$ cat src/hdl/pcgr_pkg.sv
// Shared types and constants for the PCG32 bounded random generator.
`timescale 1ns / 1ps
package pcgr_pkg;
  localparam logic [63:0] LCG_MUL = 64'd6364136223846793005;
  localparam logic [63:0] LCG_INC = 64'd1442695040888963407;

  typedef enum logic [1:0] {
    ACT_RAW    = 2'd0,
    ACT_BOUND  = 2'd1,
    ACT_RESEED = 2'd2,
    ACT_NONE   = 2'd3
  } action_t;

  // classified command passed from front to back
  typedef struct packed {
    action_t     op;
    logic        zero;
    logic [30:0] bound;
  } cmd_t;

  // Draw permutation (xorshift high, random rotate) of an old state.
  function automatic logic [31:0] permute(input logic [63:0] old);
    logic [63:0] x;
    logic [31:0] mixed;
    logic [4:0]  rot;
    x     = (old >> 18) ^ old;
    mixed = x[58:27];
    rot   = old[63:59];
    permute = (mixed >> rot) | (mixed << ((6'd32 - {1'b0, rot}) & 6'd31));
  endfunction
endpackage

$ cat src/hdl/pcgr_front.sv
// Front part: accepts items, classifies them and queues commands.
`timescale 1ns / 1ps
module pcgr_front (
  input  logic            clk,
  input  logic            rst,
  input  logic            in_valid,
  output logic            in_stall,
  input  logic [1:0]      action,
  input  logic [30:0]     bound,
  output logic            cmd_valid,
  input  logic            cmd_take,
  output pcgr_pkg::cmd_t  cmd
);
  pcgr_pkg::cmd_t q [2];
  logic           wp, rp;
  logic [1:0]     cnt;
  logic           push, pop;

  assign in_stall  = (cnt == 2'd2);
  assign push      = in_valid && !in_stall && (action != pcgr_pkg::ACT_NONE);
  assign cmd_valid = (cnt != 2'd0);
  assign pop       = cmd_valid && cmd_take;
  assign cmd       = q[rp];

  always_ff @(posedge clk) begin
    if (push) begin
      q[wp].op    <= pcgr_pkg::action_t'(action);
      q[wp].zero  <= (bound == 31'd0);
      q[wp].bound <= bound;
    end
    if (rst) begin
      wp  <= 1'b0;
      rp  <= 1'b0;
      cnt <= 2'd0;
    end else begin
      if (push) wp <= ~wp;
      if (pop)  rp <= ~rp;
      cnt <= cnt + {1'b0, push} - {1'b0, pop};
    end
  end
endmodule

$ cat config.mk
export PLATFORM = sky130hd
export DESIGN_NAME = pcgr_front
export DESIGN_NICKNAME = d
export VERILOG_FILES = /design/src/hdl/pcgr_pkg.sv /design/src/hdl/pcgr_front.sv
export SDC_FILE = /design/constraint.sdc
export NUM_CORES = 1
export LEC_CHECK = 0
export BUFFER_PORTS_ARGS = -buffer_cell sky130_fd_sc_hd__buf_2
export CORE_MARGIN = 2
export CORE_UTILIZATION = 25
export DETAILED_ROUTE_END_ITERATION = 10
export GPL_TIMING_DRIVEN = 0
export PLACE_DENSITY = 0.5
export SKIP_CTS_REPAIR_TIMING = 1
export SLEW_MARGIN = 10
export SYNTH_ARGS = -nofsm -noshare
export SYNTH_HDL_FRONTEND = slang
export SYNTH_SLANG_ARGS = --single-unit
$ cat constraint.sdc
create_clock -name clk -period 3.5 [get_ports clk]
set_input_delay 1.05 -clock clk [delete_from_list [all_inputs] [get_ports clk]]
set_output_delay 1.05 -clock clk [all_outputs]
set_load 0.02 [all_outputs]
* Word-level counts from Yosys, hierarchy flattened
Memories as Yosys holds them, arrays and structs flattened. A register that Yosys moved wholly into a read port is not among the register bits. Cells that the tools add are included.
Storage, ports and cells: bits in registers 4, bits in writable memories 68, input bits 37, output and inout bits 36, logic and storage cells 20, memories kept 1
Memory list:
- q | depth 2, bits a word 34, rd ports 1, clocked after Yosys merged registers in 1, write ports 1, RTL line pcgr_front.sv:14 | pcgr_pkg::cmd_t q [2];
Operators by class: add/sub/neg operators 2, equality and inequality tests 2, mux-type cells 4, bitwise operators 2, reductions and logical operators 6
Operators with widths (count):
- 31-bit logical NOT | 1
- 1-bit 2-to-1 mux | 4
- 1-bit logical AND | 3
- 2-bit by 1-bit adder with 2-bit output | 1
- 2-bit equality test, second input constant | 1
- 2-bit inequality test, second input constant | 1
- 1-bit inverter | 2
- 2-bit nonzero test | 1
- 2-bit by 1-bit subtractor with 2-bit output | 1
- 1-bit logical NOT | 1

* Depth between registers and ports, before layout
word-level depth 6, mapped depth 8, depth with buffers taken out 8

* Worst setup path before layout
No wires, ideal clock.
kind input to register, start input action[0], end memory q[0][0] (netlist name) (enable), setup time 0.425 ns, data arrival time 2.688 ns, data required time 3.075 ns, setup slack 0.387 ns, stages 3, path buffers 0, cell sequence nand2_1 nand3b_4 nor2_1
On the way: cells in the longest elaborated chain, start to end 4
RTL lines:
- from (decl) | RTL line pcgr_front.sv:8 | input logic [1:0] action,
- 2-bit inequality test | RTL line pcgr_front.sv:20 | assign push = in_valid && !in_stall && (action != pcgr_pkg::ACT_NONE);
- 1-bit logical AND | RTL line pcgr_front.sv:20
- 1-bit 2-to-1 mux | RTL line pcgr_front.sv:26 | if (push) begin
- 1-bit 2-to-1 mux (not written as such) | RTL line pcgr_front.sv:29 | q[wp].bound <= bound;
- to (decl) | RTL line pcgr_front.sv:14
No other way between the ends.

==> results.md <==
* Status: finished clean
* Syn Inst Count at 144
* Routed Wire Length at 5.473 mm
* Net count after synthesis at 183
* PD cells at roughly 710 nW/um^2
* Largest net degree at the start of global routing at 21
* CTS tree: done
* Final Max Tran Viols at 0
* Most frequent cells in the layout: buf_2, edfxtp_1, mux2_1, clkbuf_8, nor4_1
* Most used cell, CP: buf_2
* Worst Max-Slew Pin Slew at 0.5592 ns
* Final ANT Viol Nets at 0
* Critical path type: reg -> out
* Area grow syn2layout at 28.65%
* Post-Syn Area at 2790 sq um
* Detailed-route DRC error count at 0
* Die area at 12020 sq um
* Worst R2R Start: cnt[0]
* Max stage delay on crit path at roughly 0.34 ns
* # H-tree levels at 3
* YS warnings at 0
* Slowest CP cell: mux2_1
* Unrepaired setup endpoints after global routing: no
* Worst Clk Skew at between 0.005 and 0.006 ns
* GRT overflow at 0
* Hold path start: rp
* Synth unique cells at 21
* Chip width at approximately 110 um
* Share of layout cells above drive strength 1 at 0.4231
* Final hold violations at 0
* CP Buf/Inv Count at 3
* Vias in the first global route at roughly 1600
* Vias per inst at 4.091
* Fin crit share at 0.7465
* Seq/Total Area, Yosys at 0.7677
* Setup-failing EPs final at 0
* Post-DP HPWL at 3.868 mm
* FF+latch count, synth at between 70 and 80
* Max Freq at 382.7 MHz
* Clock sink total at 73
* Mapped Avg Cell Area at approximately 19 sq um
* Max Cap Viol at 0
* Initial Util at 0.2563
* Pre-CTS setup slack at roughly 1.0 ns
* Initial antenna violation count at 0
* Hold WC Path Type: reg -> reg
* Slew HR at 0.6263
* Util after Layout at 0.3297
* Final worst setup slack at 0.8872 ns
* Total inserted antenna cells at 0
* PortBufs at 72
* CP startpoint kind: flop
* WP data required at 2.45 ns
* Clk root buf: clkbuf_8
* Crit. End Element: output pin
* Num rows at 38
* Worst skew pair latency at 0.34 ns
* Boundary Pins at 73
* Core Footprint at 10890 sq um
* DR WL/cell at 14.63 um
* First drt pass iteration count at 4
* Crit path cell chain: buf_2 -> buf_6 -> mux2_1 -> buf_2
* Post-layout min period at 2.613 ns
* CP delay by family, top: buffers and inverters
* Clock tree buffer depth at 2
* Die H at between 100 and 150 um
* VDD IR-drop max at 0.0003560 V
* Clock buffer count from CTS at 9
* Worst Path Max Fanout at 10
* GPL Wtd Cong at 0.6261
* First-pass GRT wire length at 8.404 mm
* Commonest non-fill, non-tap cell in the layout: buf_2
* Drt initial violations at 40
* Total GRT Usage at 0.1001
* Clock transition at the registers of the reported paths at 0.07 ns
* Fillers at 1084
* P_leak at ~1.3 nW
* Number of nets in the layout at roughly 270
* CP arrival at 1.56 ns
* Vias at 1530
-- power by group --
part           internal, W  leakage (nW)  switching, W
clock network     0.000338         0.102      0.000293
registers          0.00109         0.671     0.0000334
logic             0.000319         0.562      0.000469
-- worst reg2reg max path, cell delays in order, from the launching register on --
cell      delay, ns
dfxtp_1        0.42
nor2b_4        0.06
nand3b_4       0.21
nor2_4         0.46
buf_16         0.24
-- cell type report --
class | instances | area (sq um) | area share
sequential | 73 | 2142 | 0.5967
multi-input combinational | 65 | 616.8 | 0.1718
timing repair buffer | 74 | 415.4 | 0.1157
clock inverter | 2 | 10.01 | 0.002788
clock buffer | 14 | 183.9 | 0.05124
buffer | 4 | 38.79 | 0.01081
inverter | 2 | 7.507 | 0.002091
tap | 140 | 175.2 | 0.04880
-- path summary, 6_finish.rpt --
check             end  slack (ns)  cells past startpoint
min reg2reg        rp        0.53                      2
max reg2reg  q[0][20]        1.79                      4
max            cmd[6]        0.89                      4
min                rp        0.53                      2
-- metal layers --
metal / global-route usage / vias to the layer above / part of all wire
met5: 0 / - / 0
met4: 0.05154 / 0 / 0.018
met3: 0.04031 / 8 / 0.073
met2: 0.1627 / 48 / 0.48
met1: 0.1133 / 744 / 0.43
li1: - / 730 / -
-- logic make-up (layout without fill, tap and decap cells) --
logic type,Yosys count,in the layout,share of synthesized area
buffers and inverters,6,96,0.01659
adders and majority gates,2,2,0.008967
and+or+nand+nor,25,25,0.05471
AOI/OAI and AO/OA,1,1,0.003140
muxes,35,35,0.1426
DFF,73,73,0.7677
xor gates and xnor gates,2,2,0.006279
-- through the flow --
stage	cells	power, W	setup TNS (ns)	hold slack, ns	instance area, sq um
floorplan	144	0.001666	0	0.4801	2790
global placement	356	0.001925	-56.38	0.4969	3326
detailed placement	358	0.001958	0	0.5168	3396
CTS	374	0.002609	0	0.5336	3590
global route	374	0.002696	0	0.5562	3590
finish	374	0.002542	0	0.5298	3590
-- registers in the layout (all words and copies together) (netlist names), named ones only --
name / cells
q: 68
wp: 1
rp: 1
cnt: 2
-- cells in the mapped netlist --
| cell type | number | area share |
|---|---|---|
| buf_2 | 1 | 0.0018 |
| buf_6 | 3 | 0.012 |
| nor2b_1 | 1 | 0.0022 |
| nand3b_4 | 1 | 0.0072 |
| ha_1 | 2 | 0.0090 |
| nor3_1 | 2 | 0.0036 |
| xor2_1 | 1 | 0.0031 |
| nand4_1 | 2 | 0.0045 |
| and2_1 | 1 | 0.0022 |
| nor4_1 | 7 | 0.016 |
| nor2_1 | 8 | 0.011 |
| mux2_4 | 1 | 0.0054 |
| inv_1 | 2 | 0.0027 |
| dfxtp_1 | 5 | 0.036 |
| edfxtp_1 | 68 | 0.73 |
| o21a_2 | 1 | 0.0031 |
| or2_2 | 1 | 0.0022 |
| nor2b_4 | 1 | 0.0049 |
| xnor2_1 | 1 | 0.0031 |
| mux2_1 | 34 | 0.14 |
| nand2_1 | 1 | 0.0013 |
(Power assumes the default switching activity.)
